===== src/tlod_pkg.sv =====
// tlod_pkg: shared constants, types and helper functions for the toroidal
// tile LOD scheduler. No dependencies.
`default_nettype none

package tlod_pkg;

    localparam int GRID_LOG2 = 3;                 // grid side is a power of two
    localparam int GRID_SIDE = 1 << GRID_LOG2;
    localparam int SLOT_W    = 2 * GRID_LOG2;
    localparam int SLOTS     = 1 << SLOT_W;
    localparam int RING_STEP = 2;                 // rings per detail level
    localparam int CAM_W     = 24;
    localparam int FRAC_W    = 8;
    localparam int TILE_W    = 17;
    localparam int LVL_W     = 3;
    localparam int LOD_W     = 4;
    localparam int MAX_LODS  = 1 << LVL_W;
    localparam int DIST_W    = GRID_LOG2 - 1;     // per-axis distance width
    localparam int ENTRY_W   = 2 * TILE_W + LVL_W;

    localparam logic [LOD_W-1:0] LOD_RESET = LOD_W'(4);

    typedef enum logic [1:0] {
        ST_IDLE,
        ST_ROUND,
        ST_PRIME,
        ST_RUN
    } t_state;

    // Slot lookup and candidate position handed to the level evaluator
    typedef struct packed {
        logic                     hit_valid;
        logic signed [TILE_W-1:0] held_x;
        logic signed [TILE_W-1:0] held_y;
        logic [LVL_W-1:0]         held_level;
        logic signed [TILE_W-1:0] tile_x;
        logic signed [TILE_W-1:0] tile_y;
        logic [GRID_LOG2-1:0]     col;
        logic [GRID_LOG2-1:0]     row;
        logic [LOD_W-1:0]         lod_levels;
    } t_eval_req;

    typedef struct packed {
        logic [LVL_W-1:0] level;
        logic             reinit;
    } t_eval_rsp;

    // Round 8-fraction-bit fixed point half away from zero
    function automatic logic signed [TILE_W-1:0] round_centre(
        input logic signed [CAM_W-1:0] v);
        logic [CAM_W:0]    mag;
        logic [CAM_W:0]    sum;
        logic [TILE_W-1:0] q;
        mag = v[CAM_W-1] ? ((CAM_W+1)'(0) - {v[CAM_W-1], v}) : {1'b0, v};
        sum = mag + (CAM_W+1)'(1 << (FRAC_W - 1));
        q   = sum[FRAC_W +: TILE_W];
        return v[CAM_W-1] ? $signed(TILE_W'(0) - q) : $signed(q);
    endfunction

    // Absolute tile coordinate: centre plus (index - GRID_SIDE/2)
    function automatic logic signed [TILE_W-1:0] tile_of(
        input logic signed [TILE_W-1:0] c,
        input logic [GRID_LOG2-1:0]     idx);
        logic [TILE_W-1:0] d;
        d = {{(TILE_W-GRID_LOG2+1){~idx[GRID_LOG2-1]}}, idx[GRID_LOG2-2:0]};
        return $signed(c + d);
    endfunction

    // Toroidal slot of grid position pos around centre (cx, cz)
    function automatic logic [SLOT_W-1:0] slot_of(
        input logic [GRID_LOG2-1:0] cx_lo,
        input logic [GRID_LOG2-1:0] cz_lo,
        input logic [SLOT_W-1:0]    pos);
        logic [GRID_LOG2-1:0] xm;
        logic [GRID_LOG2-1:0] ym;
        xm = cx_lo + pos[GRID_LOG2-1:0] + GRID_LOG2'(GRID_SIDE / 2);
        ym = cz_lo + pos[SLOT_W-1:GRID_LOG2] + GRID_LOG2'(GRID_SIDE / 2);
        return {ym, xm};
    endfunction

endpackage

`default_nettype wire


===== src/tlod_ifs.sv =====
// tlod_cam_if / tlod_res_if: valid-ready channels for camera words and slot
// result words. Depends on tlod_pkg.
`default_nettype none

interface tlod_cam_if;
    logic                                    valid;
    logic                                    ready;
    logic signed [tlod_pkg::CAM_W-1:0]       camera_x;
    logic signed [tlod_pkg::CAM_W-1:0]       camera_z;

    modport source (output valid, output camera_x, output camera_z, input ready);
    modport sink   (input valid, input camera_x, input camera_z, output ready);
endinterface

interface tlod_res_if;
    logic                                    valid;
    logic                                    ready;
    logic [tlod_pkg::SLOT_W-1:0]             slot;
    logic signed [tlod_pkg::TILE_W-1:0]      tile_x;
    logic signed [tlod_pkg::TILE_W-1:0]      tile_y;
    logic [tlod_pkg::LVL_W-1:0]              level;
    logic                                    reinit;
    logic                                    last;

    modport source (output valid, output slot, output tile_x, output tile_y,
                    output level, output reinit, output last, input ready);
    modport sink   (input valid, input slot, input tile_x, input tile_y,
                    input level, input reinit, input last, output ready);
endinterface

`default_nettype wire


===== src/tlod_eval.sv =====
// tlod_eval: per-slot level decision (reinit check, distance level, step-down).
// Depends on tlod_pkg.
`default_nettype none

module tlod_eval (
    input  wire tlod_pkg::t_eval_req i_req,
    output tlod_pkg::t_eval_rsp      o_rsp
);

    logic [tlod_pkg::LVL_W-1:0]  coarse;
    logic [tlod_pkg::DIST_W-1:0] ax;
    logic [tlod_pkg::DIST_W-1:0] ay;
    logic [tlod_pkg::DIST_W-1:0] amax;
    logic [tlod_pkg::LVL_W-1:0]  ring_lvl;
    logic [tlod_pkg::LVL_W-1:0]  down;
    logic [tlod_pkg::LVL_W-1:0]  keep_lvl;
    logic                        stale;

    always_comb begin
        // clamp lod_levels to 1..8, coarsest = levels - 1
        if (i_req.lod_levels == '0) begin
            coarse = '0;
        end else if (i_req.lod_levels > tlod_pkg::LOD_W'(tlod_pkg::MAX_LODS)) begin
            coarse = tlod_pkg::LVL_W'(tlod_pkg::MAX_LODS - 1);
        end else begin
            coarse = tlod_pkg::LVL_W'(i_req.lod_levels - tlod_pkg::LOD_W'(1));
        end

        // negative offset d counts as -d-1: top index bit clear means d < 0
        ax = i_req.col[tlod_pkg::GRID_LOG2-1] ? i_req.col[tlod_pkg::DIST_W-1:0]
                                              : ~i_req.col[tlod_pkg::DIST_W-1:0];
        ay = i_req.row[tlod_pkg::GRID_LOG2-1] ? i_req.row[tlod_pkg::DIST_W-1:0]
                                              : ~i_req.row[tlod_pkg::DIST_W-1:0];
        amax = (ax > ay) ? ax : ay;
        ring_lvl = tlod_pkg::LVL_W'(amax / tlod_pkg::RING_STEP);
        if (ring_lvl > coarse) begin
            ring_lvl = coarse;
        end

        down = (i_req.held_level != '0) ? i_req.held_level - tlod_pkg::LVL_W'(1) : '0;
        keep_lvl = (down > ring_lvl) ? down : ring_lvl;

        stale = !i_req.hit_valid || (i_req.held_x != i_req.tile_x)
                || (i_req.held_y != i_req.tile_y);

        if (stale) begin
            o_rsp.level  = coarse;
            o_rsp.reinit = 1'b1;
        end else begin
            o_rsp.level  = keep_lvl;
            o_rsp.reinit = (keep_lvl != i_req.held_level);
        end
    end

endmodule

`default_nettype wire


===== src/toroidal_tile_lod_scheduler.sv =====
// toroidal_tile_lod_scheduler: top level; slot table memory, sweep sequencer,
// output register. Depends on tlod_pkg, tlod_ifs, tlod_eval.
`default_nettype none

// Each camera word is rounded to a grid centre and then the 8x8 window of
// tile positions around it is swept in row-major order, one position per
// cycle while the result side does not stall. Every position maps to a slot
// of a 64-entry toroidal table (low three bits of each tile coordinate); the
// table entry is read, the level decision is made, and the entry is written
// back when the slot is rebuilt or its level changes. One result word goes
// out per slot, 64 per camera word, with last set on the final one.
// Sequence of one update: accept, round the centre, prime the table read,
// then read-modify-write of every position through the single-port-read
// table, whose read is registered. A stall on the result side freezes the sweep.
// A new camera word is accepted only once the previous sweep has written its
// last slot, so the sweeps never overlap on the table. The valid bits live in
// flip-flops and are cleared by reset; no clearing pass is needed.
// lod_levels is to be written through i_cfg_we/i_cfg_wdata only while idle;
// the block does not enforce this. 0 acts as 1 and values above 8 act as 8.

module toroidal_tile_lod_scheduler (
    input  wire                         i_clk,
    input  wire                         i_rst_n,
    input  wire                         i_cfg_we,
    input  wire [tlod_pkg::LOD_W-1:0]   i_cfg_wdata,
    tlod_cam_if.sink                    i_cam,
    tlod_res_if.source                  o_res
);

    // ---------------------------------------------------------------
    // Control and data registers
    // ---------------------------------------------------------------
    tlod_pkg::t_state                   r_state, n_state;
    logic [tlod_pkg::LOD_W-1:0]         r_lod;
    logic signed [tlod_pkg::CAM_W-1:0]  r_cam_x, r_cam_z;
    logic signed [tlod_pkg::TILE_W-1:0] r_cx, r_cz;
    logic [tlod_pkg::SLOT_W-1:0]        r_pos;
    logic [tlod_pkg::SLOTS-1:0]         r_valid;

    // Slot table: {tile_x, tile_y, level}
    logic [tlod_pkg::ENTRY_W-1:0]       r_mem [tlod_pkg::SLOTS];
    logic [tlod_pkg::ENTRY_W-1:0]       r_rd_q;

    // Output register
    logic                               r_out_valid;
    logic [tlod_pkg::SLOT_W-1:0]        r_out_slot;
    logic signed [tlod_pkg::TILE_W-1:0] r_out_tx, r_out_ty;
    logic [tlod_pkg::LVL_W-1:0]         r_out_level;
    logic                               r_out_reinit;
    logic                               r_out_last;

    // ---------------------------------------------------------------
    // Sweep datapath
    // ---------------------------------------------------------------
    logic                               accept;
    logic                               run;
    logic                               fire;
    logic                               last_pos;
    logic [tlod_pkg::SLOT_W-1:0]        cur_slot;
    logic [tlod_pkg::SLOT_W-1:0]        nxt_slot;
    logic [tlod_pkg::SLOT_W-1:0]        rd_addr;
    logic signed [tlod_pkg::TILE_W-1:0] cur_tx, cur_ty;
    tlod_pkg::t_eval_req                eval_req;
    tlod_pkg::t_eval_rsp                eval_rsp;

    assign accept   = i_cam.valid && i_cam.ready;
    assign last_pos = (r_pos == tlod_pkg::SLOT_W'(tlod_pkg::SLOTS - 1));
    // a position retires when the output register is free or draining
    assign fire     = run && (!r_out_valid || o_res.ready);

    assign cur_slot = tlod_pkg::slot_of(r_cx[tlod_pkg::GRID_LOG2-1:0],
                                        r_cz[tlod_pkg::GRID_LOG2-1:0], r_pos);
    assign nxt_slot = tlod_pkg::slot_of(r_cx[tlod_pkg::GRID_LOG2-1:0],
                                        r_cz[tlod_pkg::GRID_LOG2-1:0],
                                        r_pos + tlod_pkg::SLOT_W'(1));
    assign cur_tx   = tlod_pkg::tile_of(r_cx, r_pos[tlod_pkg::GRID_LOG2-1:0]);
    assign cur_ty   = tlod_pkg::tile_of(r_cz,
                                        r_pos[tlod_pkg::SLOT_W-1:tlod_pkg::GRID_LOG2]);

    // Read address runs one position ahead of the evaluation when it retires,
    // and re-reads the current slot while stalled.
    always_comb begin
        if (fire) begin
            rd_addr = nxt_slot;
        end else begin
            rd_addr = cur_slot;
        end
    end

    always_comb begin
        eval_req.hit_valid  = r_valid[cur_slot];
        eval_req.held_x     = $signed(r_rd_q[tlod_pkg::ENTRY_W-1 -: tlod_pkg::TILE_W]);
        eval_req.held_y     = $signed(r_rd_q[tlod_pkg::LVL_W +: tlod_pkg::TILE_W]);
        eval_req.held_level = r_rd_q[tlod_pkg::LVL_W-1:0];
        eval_req.tile_x     = cur_tx;
        eval_req.tile_y     = cur_ty;
        eval_req.col        = r_pos[tlod_pkg::GRID_LOG2-1:0];
        eval_req.row        = r_pos[tlod_pkg::SLOT_W-1:tlod_pkg::GRID_LOG2];
        eval_req.lod_levels = r_lod;
    end

    tlod_eval u_eval (
        .i_req (eval_req),
        .o_rsp (eval_rsp)
    );

    // ---------------------------------------------------------------
    // Sequencer: next state
    // ---------------------------------------------------------------
    always_comb begin
        n_state = r_state;
        case (r_state)
            tlod_pkg::ST_IDLE: begin
                if (accept) begin
                    n_state = tlod_pkg::ST_ROUND;
                end
            end
            tlod_pkg::ST_ROUND: begin
                n_state = tlod_pkg::ST_PRIME;
            end
            tlod_pkg::ST_PRIME: begin
                n_state = tlod_pkg::ST_RUN;
            end
            tlod_pkg::ST_RUN: begin
                if (fire && last_pos) begin
                    n_state = tlod_pkg::ST_IDLE;
                end
            end
            default: begin
                n_state = tlod_pkg::ST_IDLE;
            end
        endcase
    end

    // Sequencer: outputs
    always_comb begin
        i_cam.ready = 1'b0;
        run         = 1'b0;
        case (r_state)
            tlod_pkg::ST_IDLE:  i_cam.ready = 1'b1;
            tlod_pkg::ST_ROUND: ;
            tlod_pkg::ST_PRIME: ;
            tlod_pkg::ST_RUN:   run = 1'b1;
            default: ;
        endcase
    end

    // ---------------------------------------------------------------
    // Registers
    // ---------------------------------------------------------------
    always_ff @(posedge i_clk) begin
        if (!i_rst_n) begin
            r_state     <= tlod_pkg::ST_IDLE;
            r_lod       <= tlod_pkg::LOD_RESET;
            r_valid     <= '0;
            r_out_valid <= 1'b0;
            r_pos       <= '0;
        end else begin
            r_state <= n_state;
            if (i_cfg_we) begin
                r_lod <= i_cfg_wdata;
            end
            if (r_state == tlod_pkg::ST_PRIME) begin
                r_pos <= '0;
            end else if (fire) begin
                r_pos <= r_pos + tlod_pkg::SLOT_W'(1);
            end
            if (fire && eval_rsp.reinit) begin
                r_valid[cur_slot] <= 1'b1;
            end
            if (fire) begin
                r_out_valid <= 1'b1;
            end else if (o_res.ready) begin
                r_out_valid <= 1'b0;
            end
        end
    end

    // Payload registers, no reset
    always_ff @(posedge i_clk) begin
        if (accept) begin
            r_cam_x <= i_cam.camera_x;
            r_cam_z <= i_cam.camera_z;
        end
        if (r_state == tlod_pkg::ST_ROUND) begin
            r_cx <= tlod_pkg::round_centre(r_cam_x);
            r_cz <= tlod_pkg::round_centre(r_cam_z);
        end
        if (fire) begin
            r_out_slot   <= cur_slot;
            r_out_tx     <= cur_tx;
            r_out_ty     <= cur_ty;
            r_out_level  <= eval_rsp.level;
            r_out_reinit <= eval_rsp.reinit;
            r_out_last   <= last_pos;
        end
    end

    // Slot table: one write, one registered read per cycle. Within a sweep
    // every slot is touched once, so read and write never meet on one entry.
    always_ff @(posedge i_clk) begin
        if (fire && eval_rsp.reinit) begin
            r_mem[cur_slot] <= {cur_tx, cur_ty, eval_rsp.level};
        end
        r_rd_q <= r_mem[rd_addr];
    end

    assign o_res.valid  = r_out_valid;
    assign o_res.slot   = r_out_slot;
    assign o_res.tile_x = r_out_tx;
    assign o_res.tile_y = r_out_ty;
    assign o_res.level  = r_out_level;
    assign o_res.reinit = r_out_reinit;
    assign o_res.last   = r_out_last;

endmodule

`default_nettype wire


===== src/flat_wrapper.sv =====
// flat-port wrapper written by rule: the top's interface ports become plain ports
module toroidal_tile_lod_scheduler_flat 
  (i_clk, i_rst_n, i_cfg_we, i_cfg_wdata, i_cam_valid, i_cam_camera_x, i_cam_camera_z, i_cam_ready, o_res_valid, o_res_slot, o_res_tile_x, o_res_tile_y, o_res_level, o_res_reinit, o_res_last, o_res_ready);
  tlod_cam_if i_cam_i ();
  tlod_res_if o_res_i ();
  input  wire i_clk;
  input  wire i_rst_n;
  input  wire i_cfg_we;
  input  wire [tlod_pkg::LOD_W-1:0] i_cfg_wdata;
  input wire logic [$bits(i_cam_i.valid)-1:0] i_cam_valid;
  input wire logic [$bits(i_cam_i.camera_x)-1:0] i_cam_camera_x;
  input wire logic [$bits(i_cam_i.camera_z)-1:0] i_cam_camera_z;
  output wire logic [$bits(i_cam_i.ready)-1:0] i_cam_ready;
  output wire logic [$bits(o_res_i.valid)-1:0] o_res_valid;
  output wire logic [$bits(o_res_i.slot)-1:0] o_res_slot;
  output wire logic [$bits(o_res_i.tile_x)-1:0] o_res_tile_x;
  output wire logic [$bits(o_res_i.tile_y)-1:0] o_res_tile_y;
  output wire logic [$bits(o_res_i.level)-1:0] o_res_level;
  output wire logic [$bits(o_res_i.reinit)-1:0] o_res_reinit;
  output wire logic [$bits(o_res_i.last)-1:0] o_res_last;
  input wire logic [$bits(o_res_i.ready)-1:0] o_res_ready;
  assign i_cam_i.valid = i_cam_valid;
  assign i_cam_i.camera_x = i_cam_camera_x;
  assign i_cam_i.camera_z = i_cam_camera_z;
  assign i_cam_ready = i_cam_i.ready;
  assign o_res_valid = o_res_i.valid;
  assign o_res_slot = o_res_i.slot;
  assign o_res_tile_x = o_res_i.tile_x;
  assign o_res_tile_y = o_res_i.tile_y;
  assign o_res_level = o_res_i.level;
  assign o_res_reinit = o_res_i.reinit;
  assign o_res_last = o_res_i.last;
  assign o_res_i.ready = o_res_ready;
  toroidal_tile_lod_scheduler u_core (.i_clk(i_clk), .i_rst_n(i_rst_n), .i_cfg_we(i_cfg_we), .i_cfg_wdata(i_cfg_wdata), .i_cam(i_cam_i), .o_res(o_res_i));
endmodule

===== config.mk =====
export PLATFORM = sky130hd
export DESIGN_NAME = toroidal_tile_lod_scheduler_flat
export DESIGN_NICKNAME = d
export VERILOG_FILES = /design/src/tlod_pkg.sv /design/src/tlod_ifs.sv /design/src/tlod_eval.sv /design/src/toroidal_tile_lod_scheduler.sv /design/src/flat_wrapper.sv
export SDC_FILE = /design/constraint.sdc
export NUM_CORES = 2
export LEC_CHECK = 0
export CORE_ASPECT_RATIO = 1.5
export CORE_MARGIN = 2
export CORE_UTILIZATION = 35
export DETAILED_ROUTE_END_ITERATION = 8
export DONT_BUFFER_PORTS = 1
export GPL_TIMING_DRIVEN = 0
export PLACE_DENSITY = 0.53
export REMOVE_ABC_BUFFERS = 1
export SETUP_SLACK_MARGIN = 0.4
export SYNTH_ARGS = -nofsm -noshare
export SYNTH_HDL_FRONTEND = slang
export SYNTH_SLANG_ARGS = --single-unit

===== constraint.sdc =====
create_clock -name i_clk -period 9.9 [get_ports i_clk]
set_clock_uncertainty 0.05 [all_clocks]
set_input_delay 1.98 -clock i_clk [delete_from_list [all_inputs] [get_ports i_clk]]
set_output_delay 1.98 -clock i_clk [all_outputs]
set_load 0.02 [all_outputs]

==> impl_metrics.csv <==
group,metric,value,unit
outcome,status,"finished clean",
detailed_routing,drtIter0Drc,5433,
pwr,worst_ir_drop_vdd,0.0002841,V
final_layout,area_delta_synth_final,19.82,%
synth,ys_ff_latch,2605,
floorplan,num_rows,245,
cts,clockBufferDepth,4,
worst_setup_path,crit_slowest_cell,"inv_1",
timing,setup_viol,0,
worst_setup_path,crit_type,"flip-flop to flip-flop",
timing,rsz0062_at_grt,"false",
pwr,power.share.sequential,0.360,
synth,syn_area,104200,sq um
synth,synth_flop_cell,"edfxtp_1",
cts,cts_htree_levels,4,
cts,cts_buffers,234,
timing,slew-limit-headroom,0.06469,
worst_setup_path,endpoint_kind,"flip-flop",
pwr,p_switching,14790,uW
synth,synth_area_leaders,"edfxtp_1, mux4_2, dfxtp_1, nand2_1, a211oi_1",
detailed_routing,ant_nets,0,
final_layout,fin_cells,10100,
detailed_routing,wire_per_inst,29.10,um
floorplan,initial_core_util,0.3514,
cts,clock_sinks,2605,
worst_setup_path,worst_ep_arrival_time,8.34,ns
worst_setup_path,crit_path_start_kind,"flip-flop",
synth,synth_top_cell_by_area,"edfxtp_1",
final_layout,post-route-util,0.4211,
synth,ys_types,95,
global_route,grt_pass1_wl,419.7,mm
worst_setup_path,crit_path_max_fanout,38,
synth,synth_most_common_cell,"edfxtp_1",
detailed_routing,drc,0,
worst_setup_path,path_delay_family,"buffers and inverters",
global_route,grt_max_degree,88,
global_route,grt_overflow_total,0,
place,port_buffers,0,
worst_setup_path,worst_path_most_repeated_cell,"buf_4",
final_layout,fin_nets,6073,
timing,period_needed,7.760,ns
worst_setup_path,max_stage_delay,1.02,ns
cts,cts_resized,0,
pwr,power_frac_comb,0.423,
pwr,p_clk_frac,0.216,
timing,hold_viol,0,
cts,clock_latency,0.91,ns
final_layout,drive_gt1_frac,0.2656,
place,pre_cts_ws,2.205,ns
synth,synth_commonest_cells,"edfxtp_1, mux4_2, nand2_1",
synth,yosysWarnings,0,
worst_setup_path,worstPathRequired,10.48,ns
detailed_routing,dr.pass1.iters,6,
timing,fin_tns_setup,0,ns
place,placedCellCount,9671,
worst_setup_path,crit_chain,"ha_1, inv_1, fa_1, xor2_4, buf_12, inv_1, nand2_1, a311oi_1, o22ai_1, a22oi_1, nand4b_1, nor4_1, nand4_1, nor4b_2, buf_4, buf_4, buf_4, buf_4, buf_4, nor3_2, buf_6, buf_8, buf_6, buf_6",
cts,tritoncts,"yes",
final_layout,stdcell_area,124800,sq um
synth,synth.top_cell.area_share,0.7181,
place,gp_congestion,0.8239,
floorplan,core,296400,sq um
synth,seq_area_frac_synth,0.7400,
run,cap_violations,0,
cts,clockRootBuffer,"clkbuf_16",
synth,ys_async_sr_fraction,0,
pwr,leakage,0.03947,uW
global_route,grt_pass1_vias,57060,
cts,clk_pin_slew,0.07,ns
cts,cts_setup_buffers,0,
floorplan,pin_count,104,
global_route,antenna_found_initial,12,
timing,finalMaxSlewViolations,0,
pwr,p_per_area,341.1,nW/um^2
hold_path,min-delay-path-class,"flip-flop to flip-flop",
timing,maxClockFrequency,0.1289,GHz
global_route,grt_usage,0.1915,
floorplan,die_y,672.2,um
pwr,power_switching_share,0.3476,
timing,worstMarginPinSlew,1.401,ns
timing,fin_ws,2.140,ns
detailed_routing,num_vias,55470,
floorplan,die_w,449.4,um
place,dp_hpwl,201.7,mm
detailed_routing,wirelength,294.0,mm
synth,synth_edf_count,2491,
pwr,power.internal,27770,uW
synth,synth.avg_cell_area,18.93,sq um
detailed_routing,vias_per_cell,5.490,
timing,min_period_over_period,0.7838,
floorplan,die_area,302100,sq um
place,place_area,117200,sq um
worst_setup_path,critPathBufInv,12,
synth,synth_cells,5504,
cts,hold_buffers,0,
cell usage in the layout (no fill, tap or decap), types with 15 or more instances in the layout:
cell       instances
edfxtp_1        2491
mux4_2           595
nand2_1          437
clkbuf_16        239
buf_6            223
a211oi_1         193
and2_1           154
buf_8            151
a21oi_1          119
dfxtp_1          114
buf_12           101
a31oi_1           88
xnor2_1           80
nor2_1            78
a311oi_1          78
o21ai_0           64
buf_16            60
ha_1              54
clkbuf_1          50
nand3_1           46
clkinv_2          45
o21a_1            44
inv_1             41
xor2_1            41
nor3_1            41
nor3_2            38
clkinv_1          35
nor2_4            27
bufinv_16         24
nand2b_1          20
a21o_1            20
xnor2_2           20
nand4_1           16
o211ai_1          15
clkbuf_8          15
sequential cells by signal, summed over array words and instances (netlist names), 17 cells and up:
| register | flops |
|---|---|
| u_core.r_mem | 2368 |
| u_core.r_valid | 64 |
| u_core.r_cam_x | 24 |
| u_core.o_res.tile_x | 17 |
| u_core.r_rd_q | 37 |
| u_core.o_res.tile_y | 17 |
| u_core.r_cam_z | 24 |
| u_core.r_cx | 17 |
| u_core.r_cz | 17 |
worst paths after layout:
| kind | from | slack [ns] | cells past startpoint | end |
|---|---|---|---|---|
| hold reg to reg | u_core.r_valid[19]$_SDFFE_PN0P_ | 0.41 | 2 | u_core.r_valid[19]$_SDFFE_PN0P_ |
| setup / recovery | u_core.r_cx[1]$_DFFE_PN_ | 2.14 | 24 | u_core.r_mem[54][18]$_DFFE_PP_ |
| hold / removal | u_core.r_valid[19]$_SDFFE_PN0P_ | 0.41 | 2 | u_core.r_valid[19]$_SDFFE_PN0P_ |
| setup reg to reg | u_core.r_cx[1]$_DFFE_PN_ | 2.14 | 24 | u_core.r_mem[54][18]$_DFFE_PP_ |
worst register-to-register path, stage by stage, from the launching register on:
cell,delay (ns)
edfxtp_1,0.49
ha_1,0.23
inv_1,0.06
fa_1,0.49
xor2_4,0.24
buf_12,0.19
inv_1,1.03
nand2_1,0.13
a311oi_1,0.41
o22ai_1,0.17
a22oi_1,0.43
nand4b_1,0.26
nor4_1,0.36
nand4_1,0.15
nor4b_2,0.76
buf_4,0.33
buf_4,0.22
buf_4,0.21
buf_4,0.21
buf_4,0.19
nor3_2,0.14
buf_6,0.26
buf_8,0.15
buf_6,0.16
buf_6,0.17
per-layer routing:
metal  GRT usage  part of all wire  up-vias
met2      0.3349              0.51     1848
met4     0.07593             0.043        8
li1            -                 -    23330
met5           0           0.00017        -
met1      0.2396              0.39    29730
met3     0.02606             0.052      555
metrics by stage:
step           hold WS (ns)  power (uW)
2_1_floorplan        0.3656       25660
3_3_place_gp         0.3786       28550
3_5_place_dp         0.3902       33780
4_1_cts              0.4064       42980
5_1_grt              0.4328       44310
6_report             0.4107       42570
kinds of logic after synthesis:
logic type | synth area share
flip-flops | 0.7400
AND/OR/NAND/NOR | 0.04450
AO/OA/AOI/OAI | 0.04782
multiplexers | 0.1309
buffers and inverters | 0.01417
XOR/XNOR | 0.01506
adder cells (fa/ha/maj) | 0.007495
other | 0.00003600
layout make-up:
| type | instances | area [sq um] |
|---|---|---|
| Clock inverter | 121 | 1211 |
| Tap cell | 3952 | 4945 |
| Inverter | 46 | 175.2 |
| Timing Repair Buffer | 549 | 8557 |
| Antenna cell | 6 | 15.01 |
| Multi-Input combinational cell | 2520 | 26450 |
| Fill cell | 25820 | 171600 |
| Sequential cell | 2605 | 77080 |
| Clock buffer | 304 | 6375 |
power groups by stage:
stage               combinational [uW]  clock, uW  sequential (uW)
finish                           18000       9200            15300
global route                     19200       9760            15400
CTS                              18200       9400            15300
detailed placement               18200          0            15600
global placement                 12300          0            16300
floorplan                         9900          0            15800
(Power assumes the default switching activity.)
